File: config.mk
export PLATFORM = sky130hd
export DESIGN_NAME = tbw_finish
export DESIGN_NICKNAME = d
export VERILOG_FILES = /design/src/tbw_pkg.sv /design/src/tbw_finish.sv
export VERILOG_INCLUDE_DIRS = /design/src /design/src/src
export SDC_FILE = /design/constraint.sdc
export NUM_CORES = 1
export LEC_CHECK = 0
export ABC_AREA = 1
export BUFFER_PORTS_ARGS = -buffer_cell sky130_fd_sc_hd__buf_2
export CAP_MARGIN = 30
export CELL_PAD_IN_SITES_DETAIL_PLACEMENT = 1
export CELL_PAD_IN_SITES_GLOBAL_PLACEMENT = 1
export CORE_UTILIZATION = 41
export DETAILED_ROUTE_END_ITERATION = 7
export PLACE_DENSITY_LB_ADDON = 0.2
export SLEW_MARGIN = 20
export SYNTH_ARGS = -nofsm -noshare
export SYNTH_HDL_FRONTEND = slang
export SYNTH_SLANG_ARGS = --single-unit
File: constraint.sdc
create_clock -name clk -period 2.94 [get_ports clk]
set_input_delay 0.588 -clock clk [delete_from_list [all_inputs] [get_ports clk]]
set_output_delay 0.588 -clock clk [all_outputs]
set_load 0.005 [all_outputs]
File: src/assert_macros.svh
// ----------------------------------------------------------------------------
// assert_macros.svh
// Shared concurrent assertion macros, clocked on clk, disabled in reset.
// ----------------------------------------------------------------------------
`ifndef ASSERT_MACROS_SVH
`define ASSERT_MACROS_SVH

// antecedent implies consequent in the same cycle
`define TBW_ASSERT_IMP(lbl, ante, cons, msg) \
  lbl: assert property (@(posedge clk) disable iff (!rst_n) (ante) |-> (cons)) \
    else $error(msg);

// antecedent implies consequent, delayed by the dly argument
`define TBW_ASSERT_DLY(lbl, ante, dly, cons, msg) \
  lbl: assert property (@(posedge clk) disable iff (!rst_n) \
    (ante) |-> ##(dly) (cons)) else $error(msg);

`endif

File: src/tbw_pkg.sv
// ----------------------------------------------------------------------------
// tbw_pkg
// Types, widths and constants shared by the barycentric weight pipeline.
// ----------------------------------------------------------------------------
package tbw_pkg;

  // fixed field widths of the item ports
  localparam int COORD_WIDTH = 16;
  localparam int WEIGHT_W    = 32;

  // default fraction bits of the weights, and the weight sum in whole units
  localparam int WEIGHT_FRAC_BITS = 16;
  localparam int WEIGHT_ONE       = 1;

  // internal widths derived from the coordinate width
  localparam int DIFF_W = COORD_WIDTH + 1;
  localparam int PROD_W = 2 * DIFF_W;
  localparam int SUM_W  = PROD_W + 1;
  localparam int MAG_W  = SUM_W - 1;

  // pipeline depths
  localparam int EDGE_LAT   = 4;
  localparam int DIV_LAT    = WEIGHT_W + 1;
  localparam int FINISH_LAT = 2;
  localparam int LATENCY    = EDGE_LAT + DIV_LAT + FINISH_LAT;

  localparam logic [WEIGHT_W-1:0] WEIGHT_MAX = {1'b0, {(WEIGHT_W-1){1'b1}}};
  localparam logic [WEIGHT_W-1:0] WEIGHT_MIN = {1'b1, {(WEIGHT_W-1){1'b0}}};

  typedef struct packed {
    logic signed [COORD_WIDTH-1:0] point_x;
    logic signed [COORD_WIDTH-1:0] point_y;
    logic signed [COORD_WIDTH-1:0] vertex_a_x;
    logic signed [COORD_WIDTH-1:0] vertex_a_y;
    logic signed [COORD_WIDTH-1:0] vertex_b_x;
    logic signed [COORD_WIDTH-1:0] vertex_b_y;
    logic signed [COORD_WIDTH-1:0] vertex_c_x;
    logic signed [COORD_WIDTH-1:0] vertex_c_y;
  } tbw_in_t;

  typedef struct packed {
    logic signed [WEIGHT_W-1:0] weight_alpha;
    logic signed [WEIGHT_W-1:0] weight_beta;
    logic signed [WEIGHT_W-1:0] weight_gamma;
    logic                       degenerate;
    logic                       saturated;
  } tbw_out_t;

  // edge functions as sign and magnitude, ready for the divider
  typedef struct packed {
    logic             valid;
    logic             degen;
    logic             neg_b;
    logic             neg_g;
    logic [MAG_W-1:0] mag_d;
    logic [MAG_W-1:0] mag_nb;
    logic [MAG_W-1:0] mag_ng;
  } tbw_edge_t;

  // unsigned quotients with overflow marks
  typedef struct packed {
    logic                valid;
    logic                degen;
    logic                neg_b;
    logic                neg_g;
    logic                ov_b;
    logic                ov_g;
    logic [WEIGHT_W-1:0] q_b;
    logic [WEIGHT_W-1:0] q_g;
  } tbw_quot_t;

endpackage

File: src/tbw_finish.sv
// ----------------------------------------------------------------------------
// tbw_finish
// Apply signs, saturate beta and gamma, form and saturate alpha; zero a degenerate item.
// ----------------------------------------------------------------------------
`include "assert_macros.svh"

module tbw_finish #(
  parameter int WFB = tbw_pkg::WEIGHT_FRAC_BITS
) (
  input  logic               clk,
  input  logic               rst_n,
  input  tbw_pkg::tbw_quot_t quot_i,
  output logic               out_valid,
  output tbw_pkg::tbw_out_t  out_data
);

  localparam int QW = tbw_pkg::WEIGHT_W;
  localparam int AW = QW + 2;
  localparam logic signed [AW-1:0] ONE_W = AW'(tbw_pkg::WEIGHT_ONE) << WFB;

  // returns {saturated, weight}
  function automatic logic [QW:0] clip_lane(input logic [QW-1:0] q,
                                            input logic ov, input logic neg);
    logic          sat;
    logic [QW-1:0] val;
    sat = 1'b0;
    val = q;
    if (ov) begin
      sat = 1'b1;
      val = neg ? tbw_pkg::WEIGHT_MIN : tbw_pkg::WEIGHT_MAX;
    end else if (!neg) begin
      if (q[QW-1]) begin
        sat = 1'b1;
        val = tbw_pkg::WEIGHT_MAX;
      end
    end else begin
      if (q[QW-1] && |q[QW-2:0]) begin
        sat = 1'b1;
        val = tbw_pkg::WEIGHT_MIN;
      end else begin
        val = -q;
      end
    end
    return {sat, val};
  endfunction

  // stage A: signed, saturated beta and gamma
  logic                 va_r, degen_r, sat_bg_r;
  logic signed [QW-1:0] beta_r, gamma_r;
  logic [QW:0]          lane_b, lane_g;

  always_comb begin
    lane_b = clip_lane(quot_i.q_b, quot_i.ov_b, quot_i.neg_b);
    lane_g = clip_lane(quot_i.q_g, quot_i.ov_g, quot_i.neg_g);
  end

  always_ff @(posedge clk) begin
    if (!rst_n) begin
      va_r <= 1'b0;
    end else begin
      va_r <= quot_i.valid;
    end
  end

  always_ff @(posedge clk) begin
    degen_r  <= quot_i.degen;
    sat_bg_r <= lane_b[QW] | lane_g[QW];
    beta_r   <= lane_b[QW-1:0];
    gamma_r  <= lane_g[QW-1:0];
  end

  // stage B: alpha and the result register
  logic signed [AW-1:0] alpha_sum;
  logic                 alpha_fits;
  logic [QW-1:0]        alpha_w;
  logic                 out_valid_r;
  tbw_pkg::tbw_out_t    out_nxt, out_r;

  always_comb begin
    alpha_sum  = ONE_W - AW'(beta_r) - AW'(gamma_r);
    alpha_fits = (&alpha_sum[AW-1:QW-1]) | ~(|alpha_sum[AW-1:QW-1]);
    if (alpha_fits) begin
      alpha_w = alpha_sum[QW-1:0];
    end else begin
      alpha_w = alpha_sum[AW-1] ? tbw_pkg::WEIGHT_MIN : tbw_pkg::WEIGHT_MAX;
    end
    if (degen_r) begin
      out_nxt.weight_alpha = '0;
      out_nxt.weight_beta  = '0;
      out_nxt.weight_gamma = '0;
      out_nxt.degenerate   = 1'b1;
      out_nxt.saturated    = 1'b0;
    end else begin
      out_nxt.weight_alpha = alpha_w;
      out_nxt.weight_beta  = beta_r;
      out_nxt.weight_gamma = gamma_r;
      out_nxt.degenerate   = 1'b0;
      out_nxt.saturated    = sat_bg_r | ~alpha_fits;
    end
  end

  always_ff @(posedge clk) begin
    if (!rst_n) begin
      out_valid_r <= 1'b0;
    end else begin
      out_valid_r <= va_r;
    end
  end

  always_ff @(posedge clk) begin
    out_r <= out_nxt;
  end

  assign out_valid = out_valid_r;
  assign out_data  = out_r;

  `TBW_ASSERT_IMP(a_degen_zero, out_valid && out_data.degenerate, !out_data.saturated && out_data.weight_alpha == 0 && out_data.weight_beta == 0, "degenerate item has nonzero weights")

endmodule

==> flow_metrics.tcl, run 1 <==
set metrics [dict create \
    core-area_sq_mm 0.02264 \
    clk_pin_slew_ps 70 \
    slowest_delay_ps 390 \
    dr.pass1.iters 4 \
    post_cts_buffers 0 \
    stdcell_count 1783 \
    p_leak_nw 5.791 \
    cp-start-kind "register" \
    grt_pass1_vias 9074 \
    cp_cell_sequence "inv_1, ha_1, ha_1, nand2_1, nand2_1, nand2_1, nand2_1, a21oi_1, nand2_2, nand2_1, nand2_1, nand2_1, nand2_2, inv_1, nand2_4, nand3_4, o21ai_1" \
    drt-initial-drc-count 619 \
    crit_family "simple AND/OR/NAND/NOR gates" \
    fmax_mhz 360.8 \
    path_common_cell "nand2_1" \
    slew_violations 0 \
    irDropWorstVdd_mv 0.4004 \
    layout_commonest_cell "nand2_1" \
    grtUsageTotal_pct 26.54 \
    synth_flop_cell "dfxtp_1" \
    clock_sinks 166 \
    post-route-cell-area_sq_mm 0.01130 \
    synthCells 1314 \
    drt-vias-per-instance 5.056 \
    rsz0062_at_grt "true" \
    synth.area.top_cells "dfxtp_1 35%, nand2_1 11%, ha_1 8.7%" \
    synth_area_leader_cell "dfxtp_1" \
    status "finished clean" \
    powerDensity_mw_per_mm2 629.1 \
    syn_area_sq_mm 0.009475 \
    async_reset_ff_share_pct 0 \
    io_pins 171 \
    globalRouteOverflowTotal 0 \
    min_period_ps 2772 \
    die-height_um 154.0 \
    relSlewSlack_pct 45.40 \
    cp.arrival_ps 3080 \
    hold_viol_final 0 \
    synthDistinctLibCells 44 \
    synth_fp_nets 1453 \
    htree_levels 4 \
    grt_pass1_wl_um 48710 \
    worstSetupEndpointType "register" \
    synth_edf_count 0 \
    die_w_um 154.0 \
    dieArea_sq_mm 0.02372 \
    nNetsFinal 1624 \
    cp_max_fo 7 \
    fin_crit_sh_pct 94.28 \
    worstSkewPairLatency_ps 440 \
    drt-total-wl_um 31010 \
    hold_class "input pin to register" \
    antenna_found_initial 0 \
    dpl_cell_area_sq_mm 0.01062 \
    maxCapViolations 0 \
    fin_skew_ps 13.41 \
    cts_tree "built" \
    dp.final_hpwl_um 25060 \
    required_ps 3250 \
    yosysWarnings 0 \
    numPortBuffers 170 \
    tightest_slew_ps 818.1 \
    crit_buf_inv 2 \
    worstSetupPathType "register to register" \
    drive_above_1_share_pct 20.16 \
    wl_per_cell_um 17.39 \
    vias 9014 \
    utilization_pct 49.92 \
    synth-seq-area-share_pct 35.07 \
    cts_inserted_buffers 17 \
    clockBufferDepth 2 \
    grt_max_degree 71 \
    initial_core_util_pct 41.85 \
    cts_resized 0 \
    num_antenna_cells 0 \
    root_buffer "clkbuf_16" \
    dp_cells 1748 \
    floorplan.rows 55 \
    drc 0 \
    synthToLayoutAreaGrowth_pct 19.28 \
    synth.avg_cell_area_sq_um 7.211 \
    synth_top_area_share_pct 35.07 \
    synth-seq-cells 166 \
    globalplace.congestion 0.9228 \
    setup_viol 0 \
    holdBufCountCts 0 \
    crit_path_top_delay_cell "ha_1" \
    ant_nets 0 \
    final_cell_mix "285 x nand2_1, 183 x inv_1, 170 x buf_2" \
]
==> worst reg2reg max path: stages (launching register included) <==
cell and delay (ps):
dfxtp_1 310, inv_1 170, ha_1 290, ha_1 390
nand2_1 140, nand2_1 60, nand2_1 60, nand2_1 70
a21oi_1 190, nand2_2 130, nand2_1 110, nand2_1 60
nand2_1 80, nand2_2 70, inv_1 100, nand2_4 140
nand3_4 160, o21ai_1 110
==> worst paths after layout <==
path / from / to / slack, ps / cells past startpoint
max: gamma_r[12] / out_data[76] / 170 / 17
min: quot_i[68] / degen_r / 250 / 1
max reg2reg: gamma_r[12] / out_data[76] / 170 / 17
min reg2reg: va_r / out_valid / 420 / 2
==> metrics by stage <==
step / hold slack [ps] / TNS (ps) / worst slack, ps / total power [mW]
floorplan: 329.0 / 0 / 485.6 / 4.094
global placement: 395.0 / 0 / 193.6 / 4.801
global route: 234.8 / -55.89 / -22.61 / 7.545
CTS: 231.0 / 0 / 51.40 / 7.096
detailed placement: 402.9 / 0 / 87.80 / 4.849
finish: 249.2 / 0 / 168.3 / 7.110
==> final cells by class <==
class                      instances  area (sq um)
fill                            2943         11340
tap                              285         356.6
multi-input combinational        918          5313
clock inverter                    15         177.7
inverter                         197         742.0
sequential                       166          3324
clock buffer                      17         425.4
timing repair buffer             185         963.4
==> layer usage <==
metal | part of all wire, % | global-route usage [%]
met5 | 0 | 0
met4 | 2.3 | 8.286
met3 | 3.6 | 4.087
met2 | 48 | 45.00
met1 | 46 | 34.50
==> cell usage after synthesis (all sizes together), types with 2 or more instances <==
library cell,number
o221ai,3
clkbuf,27
and3,2
or2,2
inv,197
ha,66
o211ai,6
nand3,63
o21bai,10
nor4,5
nor2,167
xnor2,21
buf,9
dfxtp,166
xor2,59
nor3,55
nand4,9
o22ai,21
o31ai,2
a21oi,46
o21a,2
nand2,304
o21ai,67
==> logic make-up (layout without fill, tap and decap cells) <==
| group | count (synthesis) | after routing | share of synthesized area [%] |
|---|---|---|---|
| AND/OR/NAND/NOR | 608 | 611 | 28.10 |
| buffers and inverters | 233 | 414 | 9.706 |
| adder cells (fa/ha/maj) | 67 | 67 | 8.926 |
| AO/OA/AOI/OAI | 160 | 160 | 10.80 |
| flip-flops | 166 | 166 | 35.07 |
| XOR/XNOR | 80 | 80 | 7.395 |
==> power breakdown <==
group | internal [mW] | switching, mW
registers | 2.54 | 0.0865
logic | 0.818 | 1.44
clock network | 1.15 | 1.07
total | 4.51 | 2.60
==> registers in the layout (all words and copies together), names as in the netlist <==
signal and count:
degen_r 1, sat_bg_r 1, beta_r 32, out_valid 1, out_data 98, gamma_r 32, va_r 1
No activity file was read; power rests on OpenSTA's default activity.
==> run 2: changes to the inputs <==
--- a/config.mk
+++ b/config.mk
@@ -13,2 +13,3 @@
 export CELL_PAD_IN_SITES_GLOBAL_PLACEMENT = 1
+export CORE_MARGIN = 3
 export CORE_UTILIZATION = 41
==> constraint.sdc (replaced) <==
create_clock -name clk -period 2.94 [get_ports clk]
set_input_delay 0.441 -clock clk [delete_from_list [all_inputs] [get_ports clk]]
set_output_delay 0.441 -clock clk [all_outputs]
set_load 0.005 [all_outputs]
==> run 2 against run 1 <==
  * Non-clock buffer count is 2 lower
  * Critical endpoint is now out_data[84]
  * Clock skew is 1.5 ps higher
  * First-iteration DRC count is 31% lower
==> flow_metrics.tcl, run 2 (synthesis gave the netlist of run 1 again) <==
set metrics [dict create \
    setup_viol 0 \
    powerDensity_mw_per_mm2 634.9 \
    numPortBuffers 170 \
    dr.pass1.iters 5 \
    num_antenna_cells 0 \
    root_buffer "clkbuf_16" \
    nNetsFinal 1622 \
    fin_crit_sh_pct 92.37 \
    met3_length_um 1082 \
    holdBufCountCts 0 \
    status "finished clean" \
    tightest_slew_ps 794.2 \
    crit_family "simple AND/OR/NAND/NOR gates" \
    layout_commonest_cell "nand2_1" \
    maxCapViolations 0 \
    required_ps 3300 \
    min_period_ps 2716 \
    core-area_sq_mm 0.02230 \
    post_cts_buffers 0 \
    cp_cell_sequence "ha_1, inv_1, ha_1, fa_2, nand2_1, nand3_2, nand3_1, nand2_1, nand2_1, nand2_2, nand2_1, nand2_1, nand2_1, nand2_2, nand2_8, nand2_8, o21ai_2" \
    drt-vias-per-instance 5.084 \
    io_pins 171 \
    rr_startpoint "beta_r[1]" \
    clk_pin_slew_ps 70 \
    cts_inserted_buffers 17 \
    cts_tree "built" \
    ant_nets 0 \
    globalRouteOverflowTotal 0 \
    relSlewSlack_pct 47.00 \
    top_layer "met4" \
    vias 9029 \
    cp_max_fo 18 \
    grtUsageTotal_pct 25.20 \
    tns_ps 0 \
    hold_viol_final 0 \
    utilization_pct 50.59 \
    ff2ff_setup_slack_ps 220 \
    drive_above_1_share_pct 20.05 \
    crit_start "beta_r[1]" \
    floorplan.rows 54 \
    wl_met1_um 14320 \
    cp-start-kind "register" \
    reg2reg_depth 17 \
    grt_pass1_wl_um 48950 \
    hold-worst-slack_ps 123.3 \
    globalplace.congestion 0.9060 \
    die-height_um 158.0 \
    crit_path_top_delay_cell "fa_2" \
    rsz0062_at_grt "false" \
    wl_met2_um 15450 \
    worstSetupPathType "register to register" \
    cp.arrival_ps 3070 \
    dieArea_sq_mm 0.02497 \
    worstReg2RegEnd "out_data[84]" \
    hold_class "input pin to register" \
    htree_levels 4 \
    synthToLayoutAreaGrowth_pct 19.05 \
    wl_per_cell_um 17.75 \
    multi_input_comb_area_sq_mm 0.005304 \
    worstSetupEndpointType "register" \
    clockBufferDepth 2 \
    cp_num_cells 17 \
    worstSkewPairLatency_ps 440 \
    crit_end "out_data[84]" \
    fmax_mhz 368.2 \
    largest_reg_flops 98 \
    drc 0 \
    final_cell_mix "286 x nand2_1, 183 x inv_1, 170 x buf_2" \
    p_leak_nw 5.788 \
    fin_skew_ps 14.93 \
    nFillCells 2952 \
    initial_core_util_pct 42.50 \
    slowest_delay_ps 380 \
    dp.final_hpwl_um 25650 \
    cts_resized 0 \
    crit_buf_inv 1 \
    clock_sinks 166 \
    path_common_cell "nand2_1" \
    slew_violations 0 \
    final-seq-area_sq_mm 0.003324 \
    die_w_um 158.0 \
    irDropWorstVdd_mv 0.4180 \
    drt-initial-drc-count 429 \
    grt_pass1_vias 9222 \
    grt_max_degree 71 \
    antenna_found_initial 0 \
    drt-total-wl_um 31520 \
]
run 2: cell types whose count changed in the layout (fill, tap and decap cells not counted), sizes merged:
cell and delta:
buf -2, clkinv -1, clkinvlp -1, inv +2
run 2: cell type report:
type / instances / area share (%)
inverters: 197 / 6.577
clock buffers: 17 / 3.771
flip-flops and latches: 166 / 29.47
multi-input cells: 918 / 47.02
repair buffers: 183 / 8.407
clock inverters: 15 / 1.653
well taps: 280 / 3.106
run 2: per-stage QoR:
| step | instance area, sq um | setup slack (ps) | cells | total power [mW] |
|---|---|---|---|---|
| 6_report | 11280 | 224.3 | 1776 | 7.162 |
| 5_1_grt | 11280 | 4.961 | 1776 | 7.611 |
| 4_1_cts | 11210 | 20.04 | 1773 | 7.149 |
| 3_5_place_dp | 10600 | 51.51 | 1741 | 4.866 |
| 3_3_place_gp | 10600 | 222.1 | 1741 | 4.812 |
| 2_1_floorplan | 9475 | 485.6 | 1314 | 4.094 |
run 2: where the power goes:
group / switching [mW] / internal, mW
clock network: 1.10 / 1.17
logic: 1.46 / 0.817
registers: 0.0769 / 2.54
run 2: how the worst min path moves through the flow:
stage                    start          end  slack [ps]  cells after the start
floorplan              degen_r  out_data[1]         330                      0
global placement          va_r    out_valid         400                      2
detailed placement        va_r    out_valid         410                      2
CTS                 quot_i[68]      degen_r         110                      1
global route        quot_i[68]      degen_r         110                      1
finish              quot_i[68]      degen_r         120                      1
run 2: metal layers:
layer	GRT usage, %	up-vias
met5	0	-
met4	7.702	0
met3	2.679	40
met2	43.66	198
met1	33.12	4279
li1	-	4512
==> run 3: changes to the inputs <==
- TNS_END_PERCENT: not set -> 1
- clock period: 2.94 -> 2.95 ns (I/O delays scaled with it)
==> run 3 against run 2 <==
  * Fmax is 1.2% lower
  * Count of clock-buffer cells in the layout stayed put
  * Clock power hardly changed
  * Sequential cell count stayed put
  * First-iteration DRC count is 4.9% lower
==> flow_metrics.tcl, run 3 (synthesis gave the netlist of run 1 again) <==
set metrics [dict create \
    post_cts_buffers 0 \
    hold_viol_final 0 \
    dp_cells 1738 \
    antenna_found_initial 1 \
    reg2reg_depth 15 \
    grt_pass1_vias 9108 \
    drt-total-wl_um 31310 \
    core-area_sq_mm 0.02230 \
    irDropWorstVdd_mv 0.4148 \
    initial_core_util_pct 42.50 \
    crit_family "simple AND/OR/NAND/NOR gates" \
    tightest_slew_ps 824.3 \
    min_period_ps 2748 \
    num_antenna_cells 0 \
    holdBufCountCts 0 \
    cp.arrival_ps 3030 \
    root_buffer "clkbuf_16" \
    hold_class "input pin to register" \
    numPortBuffers 170 \
    globalRouteOverflowTotal 0 \
    crit_start "beta_r[11]" \
    cp_num_cells 15 \
    place_ws_ps 17.80 \
    io_pins 171 \
    drive_above_1_share_pct 19.89 \
    tns_ps 0 \
    wl_per_cell_um 17.66 \
    crit_path_top_delay_cell "ha_1" \
    ff2ff_setup_slack_ps 200 \
    worstSetupPathType "register to register" \
    setup_slack_ps 201.8 \
    fmax_mhz 363.9 \
    floorplan.rows 54 \
    powerDensity_mw_per_mm2 633.5 \
    slew_violations 0 \
    worstReg2RegEnd "out_data[94]" \
    drt-initial-drc-count 408 \
    worstSetupEndpointType "register" \
    dr.pass1.iters 4 \
    htree_levels 4 \
    clock_sinks 166 \
    dp.final_hpwl_um 25250 \
    p_leak_nw 5.777 \
    grtUsageTotal_pct 25.03 \
    die_w_um 158.0 \
    fin_skew_ps 13.85 \
    cts_inserted_buffers 17 \
    setup_viol 0 \
    drc 0 \
    stdcell_count 1773 \
    crit_buf_inv 2 \
    final_cell_mix "286 x nand2_1, 183 x inv_1, 170 x buf_2" \
    rsz0062_at_grt "false" \
    rr_startpoint "beta_r[11]" \
    die-height_um 158.0 \
    cp-start-kind "register" \
    cp_max_fo 7 \
    grt_max_degree 71 \
    nNetsFinal 1619 \
    clk_pin_slew_ps 80 \
    required_ps 3230 \
    vias 8950 \
    utilization_pct 50.53 \
    cp_cell_sequence "inv_1, ha_1, ha_1, a21oi_1, nand2_1, a21oi_1, nand2_2, nand2_2, nand2_1, nand2_1, nand2_2, inv_1, nand2_4, nand2_4, a21oi_1" \
    layout_commonest_cell "nand2_1" \
    power.total_mw 7.137 \
    crit_end "out_data[94]" \
    globalplace.congestion 0.8999 \
    cts_resized 0 \
    worstSkewPairLatency_ps 440 \
    dieArea_sq_mm 0.02497 \
    ant_nets 0 \
    fin_crit_sh_pct 93.16 \
    maxCapViolations 0 \
    largest_reg_flops 98 \
    clockBufferDepth 2 \
    drt-vias-per-instance 5.048 \
    cts_tree "built" \
    grt_pass1_wl_um 48550 \
    status "finished clean" \
    relSlewSlack_pct 44.98 \
    nFillCells 2956 \
    synthToLayoutAreaGrowth_pct 18.91 \
    slowest_delay_ps 380 \
]
[run 3: report_power, final]
group          switching (mW)  leakage (nW)  internal, mW
Clock                    1.10         0.300          1.16
Combinational            1.45          4.09         0.810
Sequential             0.0779          1.39          2.53
[run 3: stage by stage]
stage	area (sq um)	hold slack, ps
CTS	11190	102.6
finish	11270	109.4
floorplan	9475	329.0
global route	11270	102.0
global placement	10570	400.9
detailed placement	10570	427.3
[run 3: worst min path at each step]
stage	startpoint	endpoint	slack (ps)	cells after the start
2_1_floorplan	degen_r	out_data[1]	330	0
3_3_place_gp	va_r	out_valid	400	2
3_5_place_dp	va_r	out_valid	430	2
4_1_cts	quot_i[68]	degen_r	100	1
5_1_grt	quot_i[68]	degen_r	100	1
6_report	quot_i[68]	degen_r	110	1
[run 3: layer usage]
metal | part of all wire, % | global-route usage, %
met4 | 2.1 | 6.923
met5 | 0.042 | 0
met3 | 3.1 | 2.734
met2 | 49 | 43.50
met1 | 46 | 33.05
[run 3: area by class of cell]
| class | count | area [sq um] | area share, % |
|---|---|---|---|
| clock buffers | 17 | 425.4 | 3.776 |
| clock inverters | 15 | 193.9 | 1.721 |
| inverters | 197 | 742.0 | 6.585 |
| multi-input cells | 918 | 5305 | 47.08 |
| flip-flops and latches | 166 | 3324 | 29.51 |
| well taps | 280 | 350.3 | 3.109 |
| repair buffers | 180 | 925.9 | 8.218 |
